--- src/hdl/irstf_pkg.sv ---
package irstf_pkg;

	// request kinds carried on the input tuser
	localparam logic [1:0] REQ_START = 2'd0;
	localparam logic [1:0] REQ_BYTE  = 2'd1;
	localparam logic [1:0] REQ_TICK  = 2'd2;

	// frame status codes
	localparam logic [1:0] ST_OK         = 2'd0;
	localparam logic [1:0] ST_BAD_ID     = 2'd1;
	localparam logic [1:0] ST_BAD_PACKET = 2'd2;
	localparam logic [1:0] ST_TIMEOUT    = 2'd3;

	// configuration register indexes
	localparam logic CFG_SENSOR_ADDRESS = 1'b0;
	localparam logic CFG_TIMEOUT_TICKS  = 1'b1;

	// frame layout
	localparam int unsigned FRAME_BYTES = 9;
	localparam logic [3:0] LAST_INDEX = 4'(FRAME_BYTES - 1);
	localparam logic [15:0] TICK_MAX = 16'hFFFF;
	localparam logic [15:0] TIMEOUT_RESET = 16'd1000;

	// receiver state
	typedef struct packed {
		logic        armed;
		logic [3:0]  byte_index;
		logic [15:0] tick_count;
		logic [10:0] object_accum;
		logic [6:0]  ambient_accum;
		logic        range_error;
	} irstf_state_t;

	// one result transaction
	typedef struct packed {
		logic [1:0]  frame_status;
		logic        temp_ok;
		logic [10:0] object_temp;
		logic [6:0]  ambient_temp;
	} irstf_result_t;

endpackage

--- src/hdl/ir_sensor_temp_frame_receiver.sv ---
// channel  | signals                         | contents
// s_       | tvalid tready tdata tuser       | tdata rx_byte, tuser req_type
// m_       | tvalid tready tdata tuser       | tdata temp_ok/object/ambient, tuser status
// cfg_     | valid ready index data          | index 0 sensor_address, 1 timeout_ticks
//
// one transaction a cycle sustained while the output register is not held full;
// each item sits in the input register where the frame state is updated, and its
// result then lands in the output register, from which it is offered.
// reset clears the frame state, the stage valids and loads the register defaults.
// an item holds in the input register only while it has a result and the
// output register is full and not being taken.
module ir_sensor_temp_frame_receiver
	import irstf_pkg::*;
(
	input  logic        clk,
	input  logic        arst_n,
	input  logic        s_tvalid,
	output logic        s_tready,
	input  logic [7:0]  s_tdata,   // [7:0] rx_byte
	input  logic [1:0]  s_tuser,   // [1:0] req_type
	output logic        m_tvalid,
	input  logic        m_tready,
	output logic [23:0] m_tdata,   // [0] temp_ok, [11:1] object_temp, [18:12] ambient_temp, zero pad
	output logic [1:0]  m_tuser,   // [1:0] frame_status
	input  logic        cfg_valid,
	output logic        cfg_ready,
	input  logic        cfg_index,
	input  logic [15:0] cfg_data
);

	logic [3:0]    sensor_address_q;
	logic [15:0]   timeout_ticks_q;
	logic          valid_s1;
	logic [1:0]    req_s1;
	logic [7:0]    byte_s1;
	irstf_state_t  state_q;
	irstf_state_t  state_nxt;
	logic          res_valid;
	irstf_result_t res;
	irstf_result_t res_s2;
	logic          valid_s2;
	logic          out_free;
	logic          advance_s1;

	assign cfg_ready = 1'b1;

	// configuration registers
	always_ff @(posedge clk or negedge arst_n) begin
		if (!arst_n) begin
			sensor_address_q <= 4'd0;
			timeout_ticks_q <= TIMEOUT_RESET;
		end else if (cfg_valid) begin
			unique case (cfg_index)
				CFG_SENSOR_ADDRESS: sensor_address_q <= cfg_data[3:0];
				CFG_TIMEOUT_TICKS:  timeout_ticks_q <= cfg_data;
				default: ;
			endcase
		end
	end

	// frame logic on the registered item
	irstf_core u_core (
		.cur            (state_q),
		.req_type       (req_s1),
		.rx_byte        (byte_s1),
		.sensor_address (sensor_address_q),
		.timeout_ticks  (timeout_ticks_q),
		.nxt            (state_nxt),
		.res_valid      (res_valid),
		.res            (res)
	);

	// handshake between the stages
	assign out_free = !valid_s2 || m_tready;
	assign advance_s1 = valid_s1 && (!res_valid || out_free);
	assign s_tready = !valid_s1 || advance_s1;

	// input register
	always_ff @(posedge clk or negedge arst_n) begin
		if (!arst_n) begin
			valid_s1 <= 1'b0;
		end else if (s_tready) begin
			valid_s1 <= s_tvalid;
		end
	end

	always_ff @(posedge clk) begin
		if (s_tready && s_tvalid) begin
			req_s1 <= s_tuser;
			byte_s1 <= s_tdata;
		end
	end

	// frame state, updated as the item leaves the input register
	always_ff @(posedge clk or negedge arst_n) begin
		if (!arst_n) begin
			state_q <= '0;
		end else if (advance_s1) begin
			state_q <= state_nxt;
		end
	end

	// output register
	always_ff @(posedge clk or negedge arst_n) begin
		if (!arst_n) begin
			valid_s2 <= 1'b0;
		end else if (out_free) begin
			valid_s2 <= advance_s1 && res_valid;
		end
	end

	always_ff @(posedge clk) begin
		if (out_free && advance_s1 && res_valid) begin
			res_s2 <= res;
		end
	end

	assign m_tvalid = valid_s2;
	assign m_tuser = res_s2.frame_status;
	assign m_tdata = {5'd0, res_s2.ambient_temp, res_s2.object_temp, res_s2.temp_ok};

endmodule

--- src/hdl/irstf_core.sv ---
module irstf_core
	import irstf_pkg::*;
(
	input  irstf_state_t  cur,
	input  logic [1:0]    req_type,
	input  logic [7:0]    rx_byte,
	input  logic [3:0]    sensor_address,
	input  logic [15:0]   timeout_ticks,
	output irstf_state_t  nxt,
	output logic          res_valid,
	output irstf_result_t res
);

	logic [3:0]   hi;
	logic [3:0]   lo;
	logic [15:0]  tick_inc;
	logic [1:0]   status;
	irstf_state_t upd;
	logic         good;

	assign hi = rx_byte[7:4];
	assign lo = rx_byte[3:0];
	assign tick_inc = (cur.tick_count != TICK_MAX) ? cur.tick_count + 16'd1 : cur.tick_count;

	// next state and result for one input transaction
	always_comb begin
		upd = cur;
		res_valid = 1'b0;
		status = ST_OK;
		unique case (req_type)
			REQ_START: begin
				upd = '0;
				upd.armed = 1'b1;
			end
			REQ_TICK: begin
				if (cur.armed) begin
					upd.tick_count = tick_inc;
					if (tick_inc >= timeout_ticks) begin
						res_valid = 1'b1;
						status = ST_TIMEOUT;
					end
				end
			end
			REQ_BYTE: begin
				if (cur.armed) begin
					if (cur.byte_index == 4'd0) begin
						if (rx_byte != {4'd0, sensor_address}) begin
							res_valid = 1'b1;
							status = ST_BAD_ID;
						end else begin
							upd.byte_index = cur.byte_index + 4'd1;
						end
					end else if (hi != cur.byte_index) begin
						res_valid = 1'b1;
						status = ST_BAD_PACKET;
					end else begin
						// gather nibbles and range checks by byte position
						case (cur.byte_index)
							4'd1: upd.object_accum = cur.object_accum | {7'd0, lo};
							4'd2: upd.object_accum = cur.object_accum | {3'd0, lo, 4'd0};
							4'd3: begin
								if (lo >= 4'd8) upd.range_error = 1'b1;
								else upd.object_accum = cur.object_accum | {lo[2:0], 8'd0};
							end
							4'd4: begin
								if (lo != 4'd0) upd.range_error = 1'b1;
							end
							4'd7: upd.ambient_accum = cur.ambient_accum | {3'd0, lo};
							4'd8: begin
								if (lo >= 4'd7) upd.range_error = 1'b1;
								else upd.ambient_accum = cur.ambient_accum | {lo[2:0], 4'd0};
							end
							default: ;
						endcase
						if (cur.byte_index >= LAST_INDEX) begin
							res_valid = 1'b1;
							status = ST_OK;
						end else begin
							upd.byte_index = cur.byte_index + 4'd1;
						end
					end
				end
			end
			default: ;
		endcase
		if (res_valid) upd.armed = 1'b0;
	end

	assign nxt = upd;

	// temp_ok and the temperature fields are zero unless the frame is ok and in range
	assign good = (status == ST_OK) && !upd.range_error;
	assign res.frame_status = status;
	assign res.temp_ok = good;
	assign res.object_temp = good ? upd.object_accum : 11'd0;
	assign res.ambient_temp = good ? upd.ambient_accum : 7'd0;

endmodule
--- config.mk ---
export PLATFORM = sky130hd
export DESIGN_NAME = ir_sensor_temp_frame_receiver
export DESIGN_NICKNAME = d
export VERILOG_FILES = /design/src/hdl/irstf_pkg.sv /design/src/hdl/ir_sensor_temp_frame_receiver.sv /design/src/hdl/irstf_core.sv
export SDC_FILE = /design/constraint.sdc
export NUM_CORES = 1
export LEC_CHECK = 0
export BUFFER_PORTS_ARGS = -buffer_cell sky130_fd_sc_hd__buf_2
export CAP_MARGIN = 30
export CORE_MARGIN = 4
export CORE_UTILIZATION = 37
export CTS_CLUSTER_SIZE = 25
export DETAILED_ROUTE_END_ITERATION = 8
export PLACE_DENSITY = 0.66
export SYNTH_ARGS = -nofsm -noshare
export SYNTH_HDL_FRONTEND = slang
export SYNTH_SLANG_ARGS = --single-unit
--- constraint.sdc ---
create_clock -name clk -period 8.2 [get_ports clk]
set_input_delay 0.41 -clock clk [delete_from_list [all_inputs] [get_ports clk]]
set_output_delay 0.41 -clock clk [all_outputs]
set_load 0.1 [all_outputs]
; Word-level counts from Yosys, hierarchy flattened
; Cells that the tools add are included.
[classes]
addsub = 2
n_eq_ne = 16
magnitude_cmp = 4
mux = 38
n_bitwise = 6
n_reduce_logical = 25
[op_table]
columns = cell, count
row1 = 2-to-1 mux 19 bit, 3
row2 = case mux 19 bit (2 select lines), 1
row3 = case mux 11 bit (3 select lines), 1
row4 = 2-to-1 mux 16 bit, 2
row5 = case mux 16 bit (2 select lines), 1
row6 = 2-to-1 mux 4 bit, 5
row7 = "adder 16 x 1 -> 16 bit, second input constant", 1
row8 = >= comparator 16 bit, 1
row9 = "!= test 16 bit, second input constant", 1
row10 = case mux 7 bit (2 select lines), 1
row11 = 2-to-1 mux 1 bit, 13
row12 = 2-to-1 mux 11 bit, 1
row13 = OR 11 bit, 1
row14 = OR 11 x 4 -> 11 bit, 1
row15 = OR 11 x 8 -> 11 bit, 1
row16 = 2-to-1 mux 2 bit, 5
row17 = "== test 4 x 2 -> 1 bit, second input constant", 2
row18 = "== test 4 x 3 -> 1 bit, second input constant", 2
row19 = ">= comparator 4 bit, second input constant", 2
row20 = != test 8 x 4 -> 1 bit, 1
row21 = case mux 4 bit (2 select lines), 1
row22 = 2-to-1 mux 7 bit, 1
row23 = OR 7 x 4 -> 7 bit, 1
row24 = OR 7 bit, 1
row25 = other kinds (24), 41
[totals]
ff_bits = 93
input_bits = 32
out_inout_bits = 29
elab_cells = 107

; Logic depth before layout (Yosys ltp)
; Gate-level depths: netlist (run 1).
[depth]
depth_word = 11
depth_mapped = 18
ltp_nobuf = 15

; Cells and area by module
; Synthesis (run 1) repeated with hierarchy kept, for this count alone.
[hier_totals]
hier_cells = 662
hier_area_um2 = 6526.3
[by_module_without_submodules]
columns = module, n_inst, area_per_inst_um2, seq_area_each_um2, cells_each
row1 = ir_sensor_temp_frame_receiver, 1, 4281.6, 2489.9, 321
row2 = irstf_core, 1, 2244.7, 0.0, 341

; Worst setup path after synthesis (run 1)
; OpenSTA, ideal clock, no wires.
[synth_path]
kind = reg2reg
start = reg state_q[19] (netlist name)
end = reg byte_s1[0], enable pin
setup_time_ps = 344
arrival_ps = 4644
path_buffers = 2
required_time_ps = 7856
period_less_slack_ps = 4988
stages_incl_launch_ff = 17
path_slack_ps = 3212
cell_sequence = dfrtp_1 ha_1 nand2_1 or4_4 or3_1 buf_6 nand2_1 nand2_1 ha_1 nor2b_1 o211a_1 o311a_1 or4_4 buf_6 and2_4 nand2_1 and2_1
[synth_via]
elab_chain_cells = 11
word_cells_on_any_way = 12
cone_classes = 1 x add/sub / 1 x order compare / 1 x eq/ne / 4 x mux / 5 x reduce/logical
[synth_lines]
columns = element, line_no
row1 = from (decl), ir_sensor_temp_frame_receiver.sv:36  ; irstf_state_t state_q;
row2 = from (signal assigned), ir_sensor_temp_frame_receiver.sv:99  ; state_q <= state_nxt;
row3 = adder 16 x 1 -> 16 bit / != test 16 bit (equally long branches), irstf_core.sv:23  ; assign tick_inc = (cur.tick_count != TICK_MAX) ? cur.tick_count + 16'd1 : cur.tick_count;
row4 = 2-to-1 mux 16 bit (*), irstf_core.sv:23
row5 = >= comparator 16 bit (*), irstf_core.sv:38  ; if (tick_inc >= timeout_ticks) begin
row6 = 2-to-1 mux 1 bit (*), irstf_core.sv:38
row7 = 2-to-1 mux 1 bit (*), irstf_core.sv:36  ; if (cur.armed) begin
row8 = case mux 1 bit (2 select lines) (*), irstf_core.sv:30  ; unique case (req_type)
row9 = zero test 1 bit (*), ir_sensor_temp_frame_receiver.sv:75  ; assign advance_s1 = valid_s1 && (!res_valid || out_free);
row10 = logical OR 1 bit (*), ir_sensor_temp_frame_receiver.sv:75
row11 = logical AND 1 bit (*), ir_sensor_temp_frame_receiver.sv:75
row12 = logical OR 1 bit (*), ir_sensor_temp_frame_receiver.sv:76  ; assign s_tready = !valid_s1 || advance_s1;
row13 = named net s_tready, ir_sensor_temp_frame_receiver.sv:18  ; output logic s_tready,
row14 = logical AND 1 bit (*), ir_sensor_temp_frame_receiver.sv:88  ; if (s_tready && s_tvalid) begin
row15 = to (signal assigned), ir_sensor_temp_frame_receiver.sv:90  ; byte_s1 <= s_tdata;
row16 = to (decl), ir_sensor_temp_frame_receiver.sv:35  ; logic [7:0] byte_s1;
; The timed path passes the listed nets; every way through them passes the cells marked *.
; A chain may end at the register's enable or synchronous reset.

; Final worst setup path (run 1)
[layout_path]
start = reg state_q[19] (netlist name)
end = reg res_s2, in the netlist m_tdata[11], enable pin
[layout_via]
elab_chain_cells = 11
word_cells_on_any_way = 12
cone_classes = 1 x add/sub / 1 x order compare / 1 x eq/ne / 4 x mux / 5 x reduce/logical
[layout_lines]
columns = element, line_no
row1 = adder 16 x 1 -> 16 bit / != test 16 bit (equally long branches), irstf_core.sv:23
row2 = 2-to-1 mux 16 bit (*), irstf_core.sv:23
row3 = >= comparator 16 bit (*), irstf_core.sv:38
row4 = 2-to-1 mux 1 bit (*), irstf_core.sv:38
row5 = 2-to-1 mux 1 bit (*), irstf_core.sv:36
row6 = case mux 1 bit (2 select lines) (*), irstf_core.sv:30
row7 = zero test 1 bit, ir_sensor_temp_frame_receiver.sv:75
row8 = logical OR 1 bit, ir_sensor_temp_frame_receiver.sv:75
row9 = logical AND 1 bit, ir_sensor_temp_frame_receiver.sv:75
row10 = logical AND 1 bit, ir_sensor_temp_frame_receiver.sv:113  ; if (out_free && advance_s1 && res_valid) begin
row11 = logical AND 1 bit (*), ir_sensor_temp_frame_receiver.sv:113
row12 = to (signal assigned), ir_sensor_temp_frame_receiver.sv:114  ; res_s2 <= res;
row13 = to (decl), ir_sensor_temp_frame_receiver.sv:40  ; irstf_result_t res_s2;
; Every way passes the cells marked *; elsewhere a longest branch is shown, timed or not.

==> summary.txt, run 1 <==
port bufs - 54
CTS buffer count - 9
DRC viols - 0
skew final - 12.2 ps
post-CTS resize count - 0
clock slew at the register clock pins of the worst setup and hold paths - 70 ps
RSZ-0062 raised after global routing - no
clock latency on the worst-skew pair - 350 ps
max-slew headroom at the worst pin - 0.465
fin area - 5810 um^2
die area - 15,900 um^2
initial antenna violation count - 0
num rows - 42
number of global-route vias before repair - 3,851
LEAKAGE - 2.53 nW
GPL Wtd Cong - 0.907
Max Clock Freq - 190 MHz
Post-Synthesis Cell Area - 5150 um^2
Distinct cells, synth - 67
All-Layer GR Usage - 0.146
worst endpoint required time - 8180 ps
CTS max path bufs - 2
first-pass iteration count of the detailed router - 5
largest net degree at the start of global routing - 63
post-route ant nets - 0
total gr overflow - 0
CTS tree - built
vias per inst - 5.40
root buf cell - clkbuf_16
Diodes inserted - 0
Initial Util - 0.383
Post-CTS Hold Buffers - 0
Yosys warning count - 0
Core Region - 13,500 um^2
layout cells sized above 1 - 0.226
die extent in y - 126 um
Final period util - 0.642
crit path max fanout - 21
Tmin final - 5270 ps
Cell Pwr Density - 200 nW/um^2
Synth Register Bits - 93
routed via count - 3,826
type of the most critical hold path - input port to asynchronous set/reset pin
Worst VDD drop - 0.144 mV
cells after synthesis - 484
crit path capture type - register
clock sink count - 93
fin util - 0.432
max-slew violation count - 0
die width - 126 um
Fill cells - 1,323
critical path class - register to register
ys flop type - dfrtp_1
total wire length - 11,200 um
Fin. Hold Viols - 0
CP Launch Type - register
status - complete, no violations
setup bufs post-CTS - 0
Iter 0 DRT Violations - 287
sequential share of the synthesized area - 0.483
total negative slack - 0 ps
register area - 2490 um^2
Mapped Avg Cell Area - 10.7 um^2
Multi-input gate area - 2400 um^2
Worst Tran Pin Value - 802 ps
WL/cell - 15.9 um
Post-synth EDFFs - 31
Data arrival, critical path - 5250 ps
DP Area - 5510 um^2
hpwl dp - 8160 um
Final nets - 583
IO Pins - 61
Post-synth ARST share - 0.667
area growth from synthesis to layout - 12.7%
max_cap viols - 0
final setup vio count - 0
Max H-tree Level - 3
first-pass GRT wire length - 19,000 um
## cell type report
cell class,instances,area share
clock inverters,7,0.0125
clock buffers,9,0.0388
multi-input cells,338,0.413
repair buffers,57,0.0511
inverters,28,0.0181
well taps,176,0.0379
flip-flops and latches,93,0.429
## Yosys cell counts, types with 10 or more instances
master	n	area (um^2)
dfrtp_1	56	1400
nand2_1	39	146
edfxtp_1	31	931
a21oi_1	28	140
inv_1	27	101
nor2_1	25	93.8
ha_1	24	300
o21ai_0	23	115
mux2_2	21	236
nand3_1	19	95.1
nor3_1	13	65.1
o2bb2ai_1	13	114
a22o_1	12	105
clkbuf_1	12	45.0
and3_1	10	62.6
## kinds of logic after synthesis
logic type,after synthesis,share of synthesized area
AND/OR/NAND/NOR,150,0.161
multiplexers,23,0.0498
flip-flops,93,0.483
adder cells (fa/ha/maj),24,0.0583
buffers and inverters,57,0.0546
AO/OA/AOI/OAI,118,0.163
XOR/XNOR,17,0.0289
other,2,0.00146
## critical path, stage by stage (launching register included)
cell and delay, ps:
dfrtp_1 470, ha_1 270, nand2_1 100, or4_4 460
or3_1 570, nand2_1 140, nand2_1 70, ha_1 290
nor2b_1 140, o211a_1 190, o311a_1 340, or4_4 580
a21oi_4 430, nand3_1 220, inv_1 600
## path summary, 6_finish.rpt
check / endpoint / slack, ps / depth (start not counted) / from
setup / recovery: m_tdata[11] / 2930 / 14 / state_q[19]
max in group asynchronous: state_q[1] / 7440 / 2 / arst_n
min in group clk: byte_s1[5] / 230 / 1 / s_tdata[5]
hold / removal: state_q[31] / 230 / 2 / arst_n
hold reg to reg: state_q[11] / 490 / 1 / state_q[11]
setup reg to reg: m_tdata[11] / 2930 / 14 / state_q[19]
## state kept, by name, indices dropped and copies added (netlist names)
| signal | cells |
|---|---|
| req_s1 | 2 |
| m_tvalid | 1 |
| m_tuser | 2 |
| byte_s1 | 8 |
| state_q | 40 |
| valid_s1 | 1 |
| sensor_address_q | 4 |
| timeout_ticks_q | 16 |
| m_tdata | 19 |
## through the flow
stage / total power, mW / hold WS [ps] / worst slack, ps / cells
after floorplan: 0.710 / 114 / 3210 / 488
after CTS: 1.17 / 218 / 2920 / 708
final: 1.16 / 229 / 2930 / 708
after detailed placement: 0.758 / 467 / 2940 / 692
after global placement: 0.749 / 463 / 3110 / 691
after global routing: 1.23 / 220 / 2590 / 708
## layout by cell type, fill, tap and decap left out, types with 4 or more instances in the layout
cell       netlist  layout
dfrtp_1         56      56
buf_2            6      54
nand2_1         39      39
edfxtp_1        31      31
a21oi_1         28      28
inv_1           27      27
nor2_1          25      25
ha_1            24      24
o21ai_0         23      23
mux2_2          21      21
nand3_1         19      19
nor3_1          13      13
o2bb2ai_1       13      13
a22o_1          12      12
and3_1          10      10
xor2_1           9       9
clkbuf_16        0       9
xnor2_1          8       8
a31oi_1          6       6
nand2b_1         6       6
conb_1           2       6
dfstp_2          6       6
nor2b_1          5       5
nand4_1          5       5
a32o_1           5       5
a32oi_1          5       5
and2_1           4       4
## power breakdown
part,switching (mW),total [mW],internal (mW)
registers,0.0351,0.550,0.515
clock network,0.199,0.415,0.216
logic,0.126,0.200,0.0741
## metal layers
layer | routed length, um | share of wire | vias to the layer above | GRT usage
met5 | 0 | 0 | - | 0
met4 | 270 | 0.024 | 0 | 0.0669
met3 | 771 | 0.069 | 19 | 0.0309
met2 | 4820 | 0.43 | 148 | 0.208
met1 | 5370 | 0.48 | 1810 | 0.211
li1 | - | - | 1849 | -
Note: power is estimated with default switching activity, not from simulation.
==> inputs of run 2 (changes only) <==
PLACE_DENSITY = 0.68   (was 0.66)
clock period = 4.4 ns   (was 8.2 ns; I/O delays follow)
==> summary.txt, run 2 (synthesized netlist as in run 1, its figures left out) <==
status - complete, no violations
Max Clock Freq - 233 MHz
Core Region - 13,500 um^2
CTS buffer count - 9
max FFs per register - 40
skew final - 7.88 ps
die area - 15,900 um^2
critical path class - register to output port
worst-case reg-to-reg path depth - 16
register area - 2490 um^2
Initial Util - 0.383
slowest cell delay on critical path - 570 ps
CP Cell Sequence - buf_4 > and3_1 > and4_4 > nand2_2 > nor2_4 > buf_4 > xnor2_1 > nand2_1 > ha_1 > nand4_1 > nor2_1 > or4_1 > or4_4 > and2_4 > nand2_8 > buf_12
Worst Tran Pin Value - 811 ps
area growth from synthesis to layout - 17.2%
root buf cell - clkbuf_16
Largest Register - state_q
routed via count - 3,985
CP most frequent cell - buf_4
crit path capture type - output port
DRC viols - 0
initial antenna violation count - 0
hpwl dp - 8510 um
vias per inst - 5.44
port bufs - 54
Iter 0 DRT Violations - 284
crit path max fanout - 7
max-slew headroom at the worst pin - 0.459
All-Layer GR Usage - 0.150
most frequent cells in the layout - 55 x dfrtp_1, 53 x buf_2, 37 x nand2_1
max-slew violation count - 0
clock sink count - 93
final setup vio count - 0
Multi-input gate area - 2450 um^2
total negative slack - 0 ps
most common cell after layout, fill and taps aside - dfrtp_1
RSZ-0062 raised after global routing - no
CP Launch Type - register
Net Sw Frac - 0.308
worst r2r src - state_q[21]
largest net degree at the start of global routing - 63
Worst path top cell family by delay - simple AND/OR/NAND/NOR gates
total gr overflow - 0
Buf/Inv on CP - 3
total wire length - 11,900 um
Fin. Hold Viols - 0
reg2reg setup slack - 150 ps
IO Pins - 61
CTS max path bufs - 2
number of global-route vias before repair - 3,888
Inst Count DP - 710
GPL Wtd Cong - 0.874
WL/cell - 16.2 um
Int Power - 1.51 mW
worst endpoint required time - 4180 ps
Fill cells - 1,303
switching power of the nets - 0.674 mW
Worst path slowest cell - or4_1
clock slew at the register clock pins of the worst setup and hold paths - 70 ps
Diodes inserted - 0
Final period util - 0.974
type of the most critical hold path - input port to asynchronous set/reset pin
Tot Pwr - 2.19 mW
num rows - 42
die extent in y - 126 um
Data arrival, critical path - 4060 ps
combinational fraction of design power - 0.193
Tmin final - 4280 ps
reg2reg end - m_tdata[4]
LEAKAGE - 2.65 nW
post-route ant nets - 0
final cell count without fillers - 732
Clk pwr share - 0.345
max_cap viols - 0
WP depth - 16
CTS tree - built
Final nets - 607
Reg power frac - 0.462
layout cells sized above 1 - 0.277
Max H-tree Level - 3
first-pass iteration count of the detailed router - 7
first-pass GRT wire length - 19,500 um
Worst VDD drop - 0.231 mV
Cell Pwr Density - 362 nW/um^2
clock latency on the worst-skew pair - 350 ps
die width - 126 um
run 2: changes by cell type in the layout (fill, tap and decap cells not counted), moves of 2 or more:
| cell | change |
|---|---|
| nor2_1 | -2 |
| nand2_1 | -2 |
| clkinvlp_4 | +4 |
| clkinv_4 | +2 |
| buf_4 | +22 |
run 2: worst max-delay path by stage:
stage                            from    endpoint
after global routing      state_q[21]    s_tready
after global placement    state_q[27]  m_tdata[4]
after floorplan           state_q[19]  m_tdata[0]
after detailed placement  state_q[27]  m_tdata[3]
after CTS                 state_q[27]    s_tready
final                     state_q[21]    s_tready
run 2: per-stage QoR:
step,util,setup WS [ps],hold slack (ps),cell area (um^2)
global placement,0.422,99.3,402,5680
CTS,0.443,18.9,27.5,5970
detailed placement,0.422,0.338,400,5680
finish,0.449,117,33.6,6040
global route,0.449,0.571,35.7,6040
floorplan,-,18.9,-75.6,5190
run 2: final cells by class:
cell class	count	area share
Clock inverter	6	0.00890
Tap cell	176	0.0364
Inverter	28	0.0180
Multi-Input combinational cell	338	0.406
Sequential cell	93	0.412
Timing Repair Buffer	78	0.0770
Clock buffer	10	0.0379
Timing Repair inverter	3	0.00373
run 2: timing repair:
item,in CTS,in global routing
buffers inserted,0,3
cloned,0,3
hold endpoints to repair,0,0
pin swaps,0,6
gates resized for setup,1,13
hold buffers,0,0
endpoints found under the setup margin,22,39
run 2: power by group through the flow:
stage	logic [mW]	registers (mW)	clock network, mW
5_1_grt	0.469	1.02	0.807
4_1_cts	0.419	1.01	0.769
2_1_floorplan	0.277	1.05	0
6_report	0.423	1.01	0.754
3_5_place_dp	0.416	1.03	0
3_3_place_gp	0.401	1.02	0
run 2: layer usage:
layer,vias to the layer above,track usage,share of wire
li1,1899,-,-
met1,1952,0.214,0.48
met2,123,0.226,0.45
met3,11,0.0385,0.056
met4,0,0.0429,0.011
met5,-,0,0
